<file path="src/hdl/nns_pkg.sv">
// Shared types, reset values and the axis step function of the scale addresser.
`default_nettype none
package nns_pkg;

  localparam int unsigned DIM_W     = 12;
  localparam int unsigned CFG_IDX_W = 2;

  localparam logic [DIM_W-1:0] RST_SOURCE_WIDTH  = 12'd640;
  localparam logic [DIM_W-1:0] RST_SOURCE_HEIGHT = 12'd400;
  localparam logic [DIM_W-1:0] RST_TARGET_WIDTH  = 12'd1024;
  localparam logic [DIM_W-1:0] RST_TARGET_HEIGHT = 12'd768;

  localparam int unsigned DEF_MAX_TARGET_WIDTH  = 3840;
  localparam int unsigned DEF_MAX_TARGET_HEIGHT = 2160;

  typedef logic [DIM_W-1:0] dim_t;

  typedef enum logic [CFG_IDX_W-1:0] {
    CFG_SOURCE_WIDTH  = 2'd0,
    CFG_SOURCE_HEIGHT = 2'd1,
    CFG_TARGET_WIDTH  = 2'd2,
    CFG_TARGET_HEIGHT = 2'd3
  } cfg_idx_t;

  // Quotient and remainder of one axis
  typedef struct packed {
    dim_t quo;
    dim_t rem;
  } div_res_t;

  // Source index and Bresenham remainder of one axis
  typedef struct packed {
    dim_t idx;
    dim_t acc;
  } axis_t;

  typedef struct packed {
    dim_t src_col;
    dim_t src_row;
    dim_t dst_col;
    dim_t dst_row;
    logic repeat_row;
    logic row_end;
    logic frame_end;
  } pix_t;

  // One step: idx += q, acc += r, one carry correction (acc cleared if still >= dst), clamp to src - 1.
  function automatic axis_t axis_advance(input axis_t cur, input div_res_t st,
                                         input dim_t dst, input dim_t src);
    logic [DIM_W:0] i;
    logic [DIM_W:0] a;
    axis_t          res;
    i = {1'b0, cur.idx} + {1'b0, st.quo};
    a = {1'b0, cur.acc} + {1'b0, st.rem};
    if (a >= {1'b0, dst}) begin
      a = a - {1'b0, dst};
      i = i + 1'b1;
    end
    if (a >= {1'b0, dst}) begin
      a = '0;
    end
    if (i >= {1'b0, src}) begin
      i = {1'b0, src} - 1'b1;
    end
    res.idx = i[DIM_W-1:0];
    res.acc = a[DIM_W-1:0];
    return res;
  endfunction

endpackage
`default_nettype wire

</file>
<file path="src/hdl/nearest_neighbour_scale_addresser.sv">
// Nearest-neighbour scaling address generator: top level.
// Each transfer on the in_ channel produces one destination pixel in raster
// order on the out_ channel: source column/row to read, destination column/
// row, repeat_row, row_end and frame_end. in_restart = 1 jumps back to
// destination pixel zero and emits it.
// Each input transfer is registered into the output register, or into the
// skid register behind it while a result is stalled. One pixel per clock is
// sustained while out_ready is high and the divider is idle. Once the skid
// is full, in_ready drops until the receiver takes a result.
// Sizes are written through cfg_we/cfg_index/cfg_wdata while no pixels are in
// flight. Each write returns the walk to pixel zero and reruns the per-axis
// quotient/remainder divider: in_ready is low while the divider is launched and
// runs its 12 divide steps, both axes in parallel. Reset loads the default
// sizes and runs the same computation before the first input.
// Zero sizes count as one; target sizes saturate at MAX_TARGET_WIDTH/HEIGHT.
`default_nettype none
module nearest_neighbour_scale_addresser #(
  parameter int unsigned MAX_TARGET_WIDTH  = nns_pkg::DEF_MAX_TARGET_WIDTH,
  parameter int unsigned MAX_TARGET_HEIGHT = nns_pkg::DEF_MAX_TARGET_HEIGHT
) (
  input  wire logic                             clk,
  input  wire logic                             rst_n,
  input  wire logic                             cfg_we,
  input  wire logic [nns_pkg::CFG_IDX_W-1:0]    cfg_index,
  input  wire nns_pkg::dim_t                    cfg_wdata,
  input  wire logic                             in_valid,
  output logic                                  in_ready,
  input  wire logic                             in_restart,
  output logic                                  out_valid,
  input  wire logic                             out_ready,
  output nns_pkg::dim_t                         out_src_col,
  output nns_pkg::dim_t                         out_src_row,
  output nns_pkg::dim_t                         out_dst_col,
  output nns_pkg::dim_t                         out_dst_row,
  output logic                                  out_repeat_row,
  output logic                                  out_row_end,
  output logic                                  out_frame_end
);
  import nns_pkg::*;

  localparam dim_t MAX_TW = DIM_W'(MAX_TARGET_WIDTH);
  localparam dim_t MAX_TH = DIM_W'(MAX_TARGET_HEIGHT);

  // configuration
  dim_t src_w_r, src_h_r, tgt_w_r, tgt_h_r;
  dim_t sw, sh, tw, th;
  logic div_go_r;
  logic col_busy, row_busy, busy;
  div_res_t col_step, row_step;

  // walk state
  dim_t  col_cnt_r, col_cnt_nxt;
  dim_t  row_cnt_r, row_cnt_nxt;
  axis_t col_ax_r, col_ax_nxt;
  axis_t row_ax_r, row_ax_nxt;
  dim_t  prior_src_r, prior_src_nxt;

  // walk view after an optional restart
  dim_t  b_col_cnt, b_row_cnt, b_prior;
  axis_t b_col_ax, b_row_ax;
  logic  row_end, frame_end, repeat_row;
  pix_t  pix;

  // output register and skid
  pix_t out_r, skid_r;
  logic out_vld_r, skid_vld_r;
  logic in_xfer, out_xfer;

  assign sw = (src_w_r == '0) ? DIM_W'(1) : src_w_r;
  assign sh = (src_h_r == '0) ? DIM_W'(1) : src_h_r;
  assign tw = (tgt_w_r == '0) ? DIM_W'(1) : ((tgt_w_r > MAX_TW) ? MAX_TW : tgt_w_r);
  assign th = (tgt_h_r == '0) ? DIM_W'(1) : ((tgt_h_r > MAX_TH) ? MAX_TH : tgt_h_r);

  always_ff @(posedge clk) begin
    if (!rst_n) begin
      src_w_r  <= RST_SOURCE_WIDTH;
      src_h_r  <= RST_SOURCE_HEIGHT;
      tgt_w_r  <= RST_TARGET_WIDTH;
      tgt_h_r  <= RST_TARGET_HEIGHT;
      div_go_r <= 1'b1;
    end else begin
      div_go_r <= cfg_we;
      if (cfg_we) begin
        case (cfg_idx_t'(cfg_index))
          CFG_SOURCE_WIDTH:  src_w_r <= cfg_wdata;
          CFG_SOURCE_HEIGHT: src_h_r <= cfg_wdata;
          CFG_TARGET_WIDTH:  tgt_w_r <= cfg_wdata;
          CFG_TARGET_HEIGHT: tgt_h_r <= cfg_wdata;
          default: ;
        endcase
      end
    end
  end

  nns_div u_col_div (
    .clk      (clk),
    .rst_n    (rst_n),
    .start    (div_go_r),
    .dividend (sw),
    .divisor  (tw),
    .busy     (col_busy),
    .result   (col_step)
  );

  nns_div u_row_div (
    .clk      (clk),
    .rst_n    (rst_n),
    .start    (div_go_r),
    .dividend (sh),
    .divisor  (th),
    .busy     (row_busy),
    .result   (row_step)
  );

  assign busy     = div_go_r || col_busy || row_busy;
  assign in_ready = !busy && !skid_vld_r;
  assign in_xfer  = in_valid && in_ready;
  assign out_xfer = out_vld_r && out_ready;

  always_comb begin
    if (in_restart) begin
      b_col_cnt = '0;
      b_row_cnt = '0;
      b_col_ax  = '0;
      b_row_ax  = '0;
      b_prior   = '0;
    end else begin
      b_col_cnt = col_cnt_r;
      b_row_cnt = row_cnt_r;
      b_col_ax  = col_ax_r;
      b_row_ax  = row_ax_r;
      b_prior   = prior_src_r;
    end

    row_end    = ({1'b0, b_col_cnt} + 1'b1) >= {1'b0, tw};
    frame_end  = row_end && (({1'b0, b_row_cnt} + 1'b1) >= {1'b0, th});
    repeat_row = (b_row_cnt != '0) && (b_row_ax.idx == b_prior);

    pix.src_col    = b_col_ax.idx;
    pix.src_row    = b_row_ax.idx;
    pix.dst_col    = b_col_cnt;
    pix.dst_row    = b_row_cnt;
    pix.repeat_row = repeat_row;
    pix.row_end    = row_end;
    pix.frame_end  = frame_end;

    col_cnt_nxt   = b_col_cnt;
    row_cnt_nxt   = b_row_cnt;
    col_ax_nxt    = b_col_ax;
    row_ax_nxt    = b_row_ax;
    prior_src_nxt = b_prior;
    if (frame_end) begin
      col_cnt_nxt   = '0;
      row_cnt_nxt   = '0;
      col_ax_nxt    = '0;
      row_ax_nxt    = '0;
      prior_src_nxt = '0;
    end else if (row_end) begin
      col_cnt_nxt   = '0;
      col_ax_nxt    = '0;
      prior_src_nxt = b_row_ax.idx;
      row_cnt_nxt   = b_row_cnt + 1'b1;
      row_ax_nxt    = axis_advance(b_row_ax, row_step, th, sh);
    end else begin
      col_cnt_nxt   = b_col_cnt + 1'b1;
      col_ax_nxt    = axis_advance(b_col_ax, col_step, tw, sw);
    end
  end

  always_ff @(posedge clk) begin
    if (!rst_n) begin
      col_cnt_r   <= '0;
      row_cnt_r   <= '0;
      col_ax_r    <= '0;
      row_ax_r    <= '0;
      prior_src_r <= '0;
    end else if (cfg_we) begin
      col_cnt_r   <= '0;
      row_cnt_r   <= '0;
      col_ax_r    <= '0;
      row_ax_r    <= '0;
      prior_src_r <= '0;
    end else if (in_xfer) begin
      col_cnt_r   <= col_cnt_nxt;
      row_cnt_r   <= row_cnt_nxt;
      col_ax_r    <= col_ax_nxt;
      row_ax_r    <= row_ax_nxt;
      prior_src_r <= prior_src_nxt;
    end
  end

  // Output register drains first; skid holds one pixel while out is stalled.
  always_ff @(posedge clk) begin
    if (!rst_n) begin
      out_vld_r  <= 1'b0;
      skid_vld_r <= 1'b0;
    end else if (!out_vld_r || out_xfer) begin
      if (skid_vld_r) begin
        out_vld_r  <= 1'b1;
        skid_vld_r <= 1'b0;
      end else begin
        out_vld_r  <= in_xfer;
      end
    end else if (in_xfer) begin
      skid_vld_r <= 1'b1;
    end
  end

  always_ff @(posedge clk) begin
    if (!out_vld_r || out_xfer) begin
      if (skid_vld_r) begin
        out_r <= skid_r;
      end else if (in_xfer) begin
        out_r <= pix;
      end
    end else if (in_xfer) begin
      skid_r <= pix;
    end
  end

  assign out_valid      = out_vld_r;
  assign out_src_col    = out_r.src_col;
  assign out_src_row    = out_r.src_row;
  assign out_dst_col    = out_r.dst_col;
  assign out_dst_row    = out_r.dst_row;
  assign out_repeat_row = out_r.repeat_row;
  assign out_row_end    = out_r.row_end;
  assign out_frame_end  = out_r.frame_end;

endmodule
`default_nettype wire

</file>
<file path="src/hdl/nns_div.sv">
// Restoring divider, one quotient bit per cycle, for the per-axis step sizes.
`default_nettype none
module nns_div (
  input  wire logic            clk,
  input  wire logic            rst_n,
  input  wire logic            start,
  input  wire nns_pkg::dim_t   dividend,
  input  wire nns_pkg::dim_t   divisor,
  output logic                 busy,
  output nns_pkg::div_res_t    result
);
  import nns_pkg::*;

  localparam int unsigned CNT_W = $clog2(DIM_W + 1);

  logic [CNT_W-1:0] cnt_r, cnt_nxt;
  dim_t             dvd_r, dvd_nxt;   // dividend bits out, quotient bits in
  dim_t             rem_r, rem_nxt;
  dim_t             dsr_r, dsr_nxt;
  logic [DIM_W:0]   rem_sh;
  logic             q_bit;

  always_comb begin
    rem_sh  = {rem_r, dvd_r[DIM_W-1]};
    q_bit   = rem_sh >= {1'b0, dsr_r};
    cnt_nxt = cnt_r;
    dvd_nxt = dvd_r;
    rem_nxt = rem_r;
    dsr_nxt = dsr_r;
    if (start) begin
      cnt_nxt = CNT_W'(DIM_W);
      dvd_nxt = dividend;
      rem_nxt = '0;
      dsr_nxt = divisor;
    end else if (cnt_r != '0) begin
      cnt_nxt = cnt_r - 1'b1;
      dvd_nxt = {dvd_r[DIM_W-2:0], q_bit};
      if (q_bit) begin
        rem_nxt = DIM_W'(rem_sh - {1'b0, dsr_r});
      end else begin
        rem_nxt = rem_sh[DIM_W-1:0];
      end
    end
  end

  always_ff @(posedge clk) begin
    if (!rst_n) begin
      cnt_r <= '0;
    end else begin
      cnt_r <= cnt_nxt;
    end
    dvd_r <= dvd_nxt;
    rem_r <= rem_nxt;
    dsr_r <= dsr_nxt;
  end

  assign busy       = cnt_r != '0;
  assign result.quo = dvd_r;
  assign result.rem = rem_r;

endmodule
`default_nettype wire

</file>
<file path="config.mk">
export PLATFORM = sky130hd
export DESIGN_NAME = nearest_neighbour_scale_addresser
export DESIGN_NICKNAME = d
export VERILOG_FILES = /design/src/hdl/nns_pkg.sv /design/src/hdl/nearest_neighbour_scale_addresser.sv /design/src/hdl/nns_div.sv
export SDC_FILE = /design/constraint.sdc
export NUM_CORES = 1
export LEC_CHECK = 0
export ABC_AREA = 1
export BUFFER_PORTS_ARGS = -buffer_cell sky130_fd_sc_hd__buf_2
export CORE_MARGIN = 2
export CORE_UTILIZATION = 51
export CTS_BUF_LIST = sky130_fd_sc_hd__clkbuf_16
export CTS_CLUSTER_DIAMETER = 100
export CTS_CLUSTER_SIZE = 28
export DETAILED_ROUTE_END_ITERATION = 12
export GPL_TIMING_DRIVEN = 0
export PLACE_DENSITY = 0.68
export SYNTH_ARGS = -nofsm -noshare
export SYNTH_HDL_FRONTEND = slang
export SYNTH_SLANG_ARGS = --single-unit
</file>
<file path="constraint.sdc">
create_clock -name clk -period 20 [get_ports clk]
set_input_delay 4 -clock clk [delete_from_list [all_inputs] [get_ports clk]]
set_output_delay 4 -clock clk [all_outputs]
set_load 0.01 [all_outputs]
</file>
Yosys cells after proc, flatten, opt, wreduce, memory -nomap -nowiden
Index checks and enable logic that the tools add are counted.
Storage, ports and cells
  word-level logic and storage cells: 155
  bits in registers: 317
  input bits: 20
  output and inout port bits: 53
Operators by class
  mux-type cells: 50
  eq/ne operators: 4
  $add $sub $neg: 18
  reduce and logical (&&, ||, !) cells: 31
  $lt $le $gt $ge: 12
  bitwise gates (word level): 2
Operators by type and width (number)
  12-bit two-way mux: 25
  13-bit two-way mux: 12
  24-bit two-way mux: 6
  13-bit by 12-bit >= comparator with 1-bit output: 10
  51-bit two-way mux: 2
  12-bit by 12-bit adder with 13-bit output: 4
  12-bit logical NOT: 4
  12-bit by 1-bit adder with 13-bit output, second input constant: 2
  13-bit by 1-bit adder with 13-bit output, second input constant: 2
  13-bit by 12-bit subtractor with 13-bit output: 2
  12-bit by 1-bit adder with 12-bit output, second input constant: 2
  12-bit greater-than comparator, second input constant: 2
  12-bit by 1-bit subtractor with 12-bit output, second input constant: 2
  12-bit subtractor: 2
  4-bit two-way mux: 4
  12-bit == test: 1
  2-bit AND reduction: 6
  12-bit nonzero test: 1
  4-bit nonzero test: 2
  4-bit by 1-bit subtractor with 4-bit output, second input constant: 2
  2-bit nonzero test: 3
  2-bit OR reduction: 3
  1-bit logical AND: 5
  2-bit == test, second input constant: 2
  6 further kinds: 11

Depth between registers and ports, before layout
Gate-level depths: netlist (run 1).
  depth after elaboration: 11
  depth in mapped cells: 42

Hierarchy
Synthesis (run 1) repeated with hierarchy kept, for this count alone.
Unflattened totals
  cells, all modules: 3189
  area total of the unflattened synthesis: 22352.7 um^2
By module, submodules not included
  nearest_neighbour_scale_addresser: cells an instance 2529, instances 1, seq. area each 5765.5 um^2, area an instance 17387.9 um^2
  nns_div: cells an instance 330, instances 2, seq. area each 1041.0 um^2, area an instance 2482.4 um^2

Worst setup path before layout (run 1)
No wires, ideal clock.
  path kind: input-to-reg
  start: input in_restart
  end: register col_ax_r[14] in the netlist's numbering
  data required time: 19.868 ns
  setup slack: 10.322 ns
  data arrival time: 9.546 ns
  library setup time: 0.132 ns
  cell stages on the path: 40
  cell sequence: buf_2 > buf_2 > buf_1 > clkbuf_1 > buf_1 > nor2_1 > ha_1 > a21oi_1 > o21ai_0 > a21o_1 > a21oi_1 > xor2_1 > inv_1 > ha_1 > nand2_1 > nor2_1 > inv_1 > nor2_1 > [4 not listed] > buf_2 > nand2_1 > xor2_1 > inv_1 > ha_1 > nand2_1 > inv_1 > nand2_1 > nor3_1 > nor3_1 > nand3_1 > nand2_1 > nand3b_1 > a21oi_1 > clkbuf_1 > nand3_1 > nand3_1 > a21oi_1
On the way
  word-level cells in the longest chain between the ends: 10
  elaborated cells on any way between the ends: 19
RTL lines
  start: declaration: line nearest_neighbour_scale_addresser.sv:28  | input wire logic in_restart,
  24-bit two-way mux: line nearest_neighbour_scale_addresser.sv:121  | if (in_restart) begin
  12-bit by 12-bit adder with 13-bit output, on equally long branches: line nns_pkg.sv:53, nns_pkg.sv:54
  13-bit by 1-bit adder with 13-bit output or 13-bit by 12-bit >= comparator with 1-bit output (tied branches): line nns_pkg.sv:57, nns_pkg.sv:55
  13-bit two-way mux: line nns_pkg.sv:55  | if (a >= {1'b0, dst}) begin
  13-bit two-way mux: line nearest_neighbour_scale_addresser.sv:158  | end else if (row_end) begin
  13-bit two-way mux: line nearest_neighbour_scale_addresser.sv:152  | if (frame_end) begin
  13-bit by 12-bit >= comparator with 1-bit output: line nns_pkg.sv:62  | if (i >= {1'b0, src}) begin
  12-bit two-way mux: line nns_pkg.sv:62
  24-bit two-way mux: line nearest_neighbour_scale_addresser.sv:158
  24-bit two-way mux (*): line nearest_neighbour_scale_addresser.sv:152
  end signal: assignment: line nearest_neighbour_scale_addresser.sv:186  | col_ax_r <= col_ax_nxt;
  end: declaration: line nearest_neighbour_scale_addresser.sv:54  | axis_t col_ax_r, col_ax_nxt;
Mark *: on every way between the ends. The rest lies on a longest branch, timed or not. The select of a mux whose other input is x is not followed.
A chain may end at the register's enable or synchronous reset.

Worst setup path in the final report (run 1)
  start: input in_restart
  end: register col_ax_r[15] in the netlist's numbering
The elaborated chain is that of the path after synthesis.

==> results by group, run 1 <==
Synth
  – Yosys reg bits: 317
  – Syn Inst Count: 2,957
  – Mux share of post-synthesis cell area: 0.0467%
  – Sequential area share after synthesis: 36.6%
  – Synth async-reset ratio: 0%
  – Synth Flop Type: dfxtp_1
  – Main combinational cell family by area after synthesis: simple AND/OR/NAND/NOR gates
  – Synth warn: 0
  – XOR/XNOR share of the synthesized area: 4.28%
  – Post-Syn Nets: 3,158
  – Post-Synthesis Cell Area: 21,500 um^2
  – Simple-gate share of the synthesized area: 25.1%
  – Cell variety after synth: 58
  – EDFF count, synth: 150
  – Mean Syn Cell Area: 7.26 um^2
  – Synth Area in Compound Gates: 13.4%
  – Area share of fa/ha/maj cells after synthesis: 10.8%

Routing
  – Routed WL: 66.8 mm
  – DRT antenna net count: 0
  – WL/cell: 18.6 um
  – Drc violations: 0
  – DR pass1 iterations: 5
  – 1st-iter DRT viols: 1,807
  – Vias per Instance: 5.57
  – Vias: 20,000

Clocking
  – Clk buf depth: 3
  – CTS buffer count: 16
  – Root buf cell: clkbuf_16
  – Clk Latency, worst-skew pair: 0.56 ns
  – Clock Pin Slew Worst Setup and Hold Paths: 0.12 ns
  – Hold buffers post-CTS: 0
  – CTS tree: done
  – Clock Sink Count: 317
  – CTS HTree Levels: 1
  – CTS-repair resized insts: 0
  – Setup repair bufs after CTS: 0

Final layout
  – Area Overhead vs Synth: 7.60%
  – Post-layout nets: 3,251
  – Layout cell share with drive strength beyond 1: 5.56%

Critical path
  – CP bufs+invs: 11
  – Worst Path Arrival: 12.52 ns
  – Crit Path Max Fanout: 10
  – Crit start category: primary input
  – WS Path Type: primary input to flip-flop
  – Cell mode on critical path: nand2_1
  – CP Capture Type: flip-flop
  – CP required: 20.41 ns
  – Worst stage delay on the critical path: 0.72 ns
  – Slowest CP cell: clkbuf_1
  – Top cell family by delay on the critical path: buffers and inverters

Floorplan
  – Site row count: 75
  – Core ar.: 41,800 um^2
  – Die area: 43,700 um^2
  – Height of the die: 209 um
  – Die X: 209 um
  – Starting Density: 51.4%
  – IO Pins: 73

Outcome
  – Run status: completed

Power and ir drop
  – Tot Pwr: 1430 uW
  – Worst vdd ir: 0.0000477 V
  – Pwr Density: 62.1 nW/um^2
  – P_leak: 0.0102 uW

STA
  – Final worst path period need: 12.12 ns
  – Period Utilization, post-route: 60.6%
  – RSZ-0062 raised after global routing: false
  – Worst slew pin tran: 1.14 ns
  – Fmax: 0.0825 GHz
  – Final hold vios: 0
  – Setup TNS: 0 ns
  – Rel. slew slack: 23.9%
  – Clk_skew: 0.0461 ns
  – Pins Over Slew Limit: 0
  – Endpoints failing setup: 0

GRT
  – Number of global-route vias before repair: 18,800
  – Gr ovfl total: 0
  – Initial antenna violation count: 1
  – First-pass GRT wire length: 104 mm
  – GRT Resource Usage Total: 30.4%
  – Largest net degree at the start of global routing: 34

Flow run
  – Maxcap violations: 0

Place
  – Gpl congestion: 0.958
  – Buffers added on ports: 72
  – Post-DP HPWL: 53.4 mm

Hold path
  – Hold WC Path Type: flip-flop to flip-flop
[metrics by stage]
stage               setup WS, ns  util [%]  std cells  hold slack, ns  instance area (um^2)
finish                      7.88      55.3       3601           0.473                 23100
global route                7.24      55.3       3600           0.489                 23100
detailed placement          7.44      54.1       3571           0.447                 22600
global placement            7.48      53.9       3568           0.437                 22500
CTS                         7.99      55.3       3599           0.464                 23100
floorplan                  10.32         -       2957           0.422                 21500
[report_power, final]
group	leakage [uW]	switching [uW]	internal, uW	total, uW
Clock	0.000268	237	156	393
Combinational	0.00718	221	110	331
Sequential	0.00280	14.8	695	710
Total	0.0102	473	961	1430
[flip-flops by register name, indices dropped and copies added, names as in the netlist, 12 cells and up]
name and flops:
out_dst_col 12, row_ax_r 24, tgt_h_r 12, u_row_div.dvd_r 12, out_src_row 12, row_cnt_r 12, out_src_col 12, out_dst_row 12
skid_r 51, u_row_div.rem_r 12, prior_src_r 12, col_ax_r 24, u_col_div.dvd_r 12, u_col_div.rem_r 12, src_w_r 12, col_cnt_r 12
src_h_r 12, u_col_div.dsr_r 12, tgt_w_r 12, u_row_div.dsr_r 12
[tightest hold or removal path, stage by stage (launching register included)]
cell     delay [ns]
dfxtp_1        0.33
nand2_1        0.06
a21oi_1        0.05
[placed cells by master (no fill, tap or decap), types with 7 or more instances in the layout]
cell type and count:
o211ai_1 13, nand4_1 43, clkbuf_16 16, edfxtp_1 150, nor4_1 7, o21bai_1 7, nor2_1 248, xor2_1 72
clkbuf_1 62, ha_1 173, nand3_1 163, a21oi_1 234, o21ai_0 198, nand2_1 741, nor3_1 35, buf_4 11
xnor2_1 31, dfxtp_1 167, inv_1 438, inv_2 7, a21o_1 10, fa_1 8, buf_2 90, o21ai_1 34
[final cells by class]
class	count	area, um^2
Antenna cell	2	5.00
Buffer	98	454
Clock buffer	16	400
Clock inverter	12	104
Fill cell	4064	18700
Inverter	440	1650
Multi-Input combinational cell	2102	11500
Sequential cell	317	7850
Tap cell	539	674
Timing Repair Buffer	75	428
[synth_stat cells (43+ instances only)]
cell type  count  share of area (%)
nand4_1       43                1.3
nor2_1       249                4.4
o21ai_0      198                4.6
xor2_1        72                2.9
a21oi_1      235                5.5
clkbuf_1      62                1.1
ha_1         173                 10
nand3_1      163                3.8
inv_1        431                7.5
nand2_1      741                 13
edfxtp_1     150                 21
dfxtp_1      167                 16
[final timing paths]
| kind | end | from | depth (start not counted) | slack, ns |
|---|---|---|---|---|
| worst min-delay path | row_ax_r[8]$_SDFFE_PP0P_ | row_ax_r[8]$_SDFFE_PP0P_ | 2 | 0.47 |
| worst min register to register | row_ax_r[8]$_SDFFE_PP0P_ | row_ax_r[8]$_SDFFE_PP0P_ | 2 | 0.47 |
| worst max-delay path | col_ax_r[15]$_SDFFE_PP0P_ | in_restart | 40 | 7.88 |
| worst max register to register | col_ax_r[15]$_SDFFE_PP0P_ | col_ax_r[0]$_SDFFE_PP0P_ | 36 | 13.47 |
[cells by family after synthesis]
family	count (synthesis)
simple gates	1279
buf+inv	538
compound gates	537
flops	317
fa+ha+maj	181
xor+xnor	104
mux	1
[routing by layer]
| metal | vias to the layer above | GRT usage, % | share of wire, % |
|---|---|---|---|
| li1 | 9876 | - | - |
| met3 | 105 | 2.52 | 5.8 |
| met5 | - | 0 | 0 |
| met4 | 0 | 11.0 | 3.6 |
| met1 | 9376 | 40.6 | 44 |
| met2 | 684 | 51.6 | 47 |
No activity file was read; power rests on OpenSTA's default activity.
==> run 2: changes to the inputs <==
Settings changed: PLACE_DENSITY 0.68 to 0.7.
Clock period 20 ns to 10 ns, I/O delays scaled along.
==> results by group, run 2 (synthesized netlist as in run 1, its figures left out) <==
Hold path
  – HP Start: col_ax_r[8]$_SDFFE_PP0P_
  – Hold WC Path Type: flip-flop to flip-flop

Clocking
  – CTS HTree Levels: 1 (unchanged)
  – Clock Sink Count: 317 (unchanged)
  – CTS tree: done
  – CTS buffer count: 16 (unchanged)
  – Clk Latency, worst-skew pair: 0.55 ns (about the same)
  – Clock Pin Slew Worst Setup and Hold Paths: 0.10 ns (-0.02 ns)
  – Root buf cell: clkbuf_16
  – Clk buf depth: 3 (unchanged)

Routing
  – DR pass1 iterations: 6 (+1)
  – WL/cell: 18.5 um (-0.26%)
  – Routed WL: 66.6 mm (-0.34%)
  – Vias: 20,000 (-0.38%)
  – DRT antenna net count: 0 (unchanged)
  – Vias per Instance: 5.55 (-0.30%)
  – Drc violations: 0 (unchanged)
  – 1st-iter DRT viols: 1,616 (-11%)

Critical path
  – FF-to-FF Start: col_ax_r[1]$_SDFFE_PP0P_
  – Worst Path Arrival: 9.50 ns (-3.02 ns)
  – Crit path to: col_ax_r[22]$_SDFFE_PP0P_
  – Cell mode on critical path: nand2_1
  – Worst stage delay on the critical path: 0.53 ns (-0.19 ns)
  – R2r worst-path depth: 33 (-8.3%)
  – Top cell family by delay on the critical path: buffers and inverters
  – Slowest CP cell: clkbuf_2
  – Reg-to-Reg End: col_ax_r[22]$_SDFFE_PP0P_
  – CP required: 10.39 ns (-10.02 ns)
  – FF-to-FF setup slack: 3.67 ns (-9.80 ns)
  – Crit Path Max Fanout: 19 (+9)
  – Worst Setup SP: in_restart
  – WS Path Type: primary input to flip-flop
  – CP Capture Type: flip-flop
  – CP bufs+invs: 9 (-2)
  – Crit start category: primary input
  – CP Depth: 37 (-7.5%)

Final layout
  – Post-layout nets: 3,249 (-0.062%)
  – Fillcell total: 3,977 (-2.1%)
  – FF/Latch Area: 7850 um^2 (unchanged)
  – Layout cell share with drive strength beyond 1: 5.69% (+0.13 points)
  – Design area: 23,100 um^2 (about the same)
  – Core Util, Final: 55.2% (about the same)
  – Most frequent cells in the layout: 741 x nand2_1, 436 x inv_1, 248 x nor2_1
  – Biggest regs: skid_r (51), col_ax_r (24), row_ax_r (24)
  – Area Overhead vs Synth: 7.51% (about the same)
  – Multi-input gate area: 11,500 um^2 (unchanged)
  – Commonest non-fill, non-tap cell in the layout: nand2_1
  – Biggest register: skid_r
  – Number of flip-flops under the largest register name: 51 (unchanged)
  – Fin cells: 3,598 (-0.083%)

STA
  – Fmax: 0.110 GHz
  – Clk_skew: 0.0224 ns (-0.0237 ns)
  – Final hold vios: 0 (unchanged)
  – Pins Over Slew Limit: 0 (unchanged)
  – Final worst path period need: 9.10 ns
  – Rel. slew slack: 29.4% (+5.4 points)
  – Period Utilization, post-route: 91.0%
  – Worst slew pin tran: 1.06 ns (-0.0816 ns)
  – Endpoints failing setup: 0 (unchanged)
  – RSZ-0062 raised after global routing: false

Flow run
  – Maxcap violations: 0 (unchanged)

GRT
  – Initial antenna violation count: 4 (+3)
  – First-pass GRT wire length: 104 mm (+0.11%)
  – Gr ovfl total: 0 (unchanged)
  – Largest net degree at the start of global routing: 30 (-12%)
  – Number of global-route vias before repair: 19,300 (+2.3%)
  – GRT Resource Usage Total: 30.4% (about the same)

Place
  – Post-DP Area: 22,500 um^2 (-0.12%)
  – Gpl congestion: 0.963 (+0.57%)
  – Post-DP HPWL: 53.2 mm (-0.42%)
  – Buffers added on ports: 72 (unchanged)
  – Placed Instances: 3,570 (-0.028%)

Outcome
  – Run status: completed

Floorplan
  – Height of the die: 209 um (unchanged)
  – Site row count: 75 (unchanged)
  – Die X: 209 um (unchanged)
  – Core ar.: 41,800 um^2 (unchanged)
  – Starting Density: 51.4% (unchanged)
  – IO Pins: 73 (unchanged)
  – Die area: 43,700 um^2 (unchanged)

Power and ir drop
  – Pwr Density: 125 nW/um^2 (+100%)
  – P_leak: 0.0102 uW (about the same)
  – Worst vdd ir: 0.000127 V (+170%)
  – Tot Pwr: 2870 uW (+100%)
[run 2: cell count changes in the layout (fill, tap and decap cells not counted), sizes merged]
cell	change
buf	-3
bufinv	+1
clkinv	-3
clkbuf	+2
diode	-1
inv	+1
[run 2: worst min-delay path by stage]
stage	slack (ns)	endpoint	depth (start not counted)
after global placement	0.44	u_row_div.cnt_r[0]$_SDFFE_PP0P_	1
final	0.47	col_ax_r[8]$_SDFFE_PP0P_	2
after global routing	0.48	col_cnt_r[6]$_SDFFE_PP0P_	2
after CTS	0.47	col_ax_r[8]$_SDFFE_PP0P_	2
after detailed placement	0.46	col_ax_r[8]$_SDFFE_PP0P_	2
after floorplan	0.42	u_row_div.cnt_r[0]$_SDFFE_PP0P_	1
[run 2: timing repair]
action	4_1_cts	5_1_grt
setup buffers	0	0
hold buffers	0	0
endpoints found under the setup margin	0	22
gates resized for setup	0	4
endpoints found under the hold margin	0	0
[run 2: stage by stage]
| step | setup TNS (ns) | hold slack [ns] | setup slack, ns |
|---|---|---|---|
| after floorplan | 0 | 0.422 | 2.32 |
| after global placement | -3.57 | 0.438 | -0.343 |
| after detailed placement | -4.67 | 0.456 | -0.381 |
| after CTS | 0 | 0.470 | 0.167 |
| after global routing | 0 | 0.481 | 0.311 |
| final | 0 | 0.471 | 0.896 |
[run 2: cell type report]
cell class                      instances  area share [%]
Antenna cell                            1          0.0109
Multi-Input combinational cell       2102            49.9
Buffer                                 97            1.96
Clock inverter                         11           0.391
Tap cell                              539            2.92
Sequential cell                       317            34.0
Inverter                              440            7.17
Clock buffer                           17            1.84
Timing Repair Buffer                   74            1.74
[run 2: routing by layer]
metal | global-route usage [%] | up-vias | share of wire [%]
li1 | - | 9844 | -
met1 | 39.7 | 9239 | 43
met2 | 51.3 | 713 | 46
met3 | 2.80 | 168 | 6.2
met4 | 13.7 | 0 | 5.2
met5 | 0 | - | 0
[run 2: power by group]
group / internal (uW) / switching [uW]
sequential: 1390 / 31.8
combinational: 221 / 438
clock: 337 / 457
total: 1950 / 927
[run 2: worst min-delay path: stages, from the launching register on]
cell	delay (ns)
dfxtp_1	0.32
nand2_1	0.06
a21oi_1	0.05
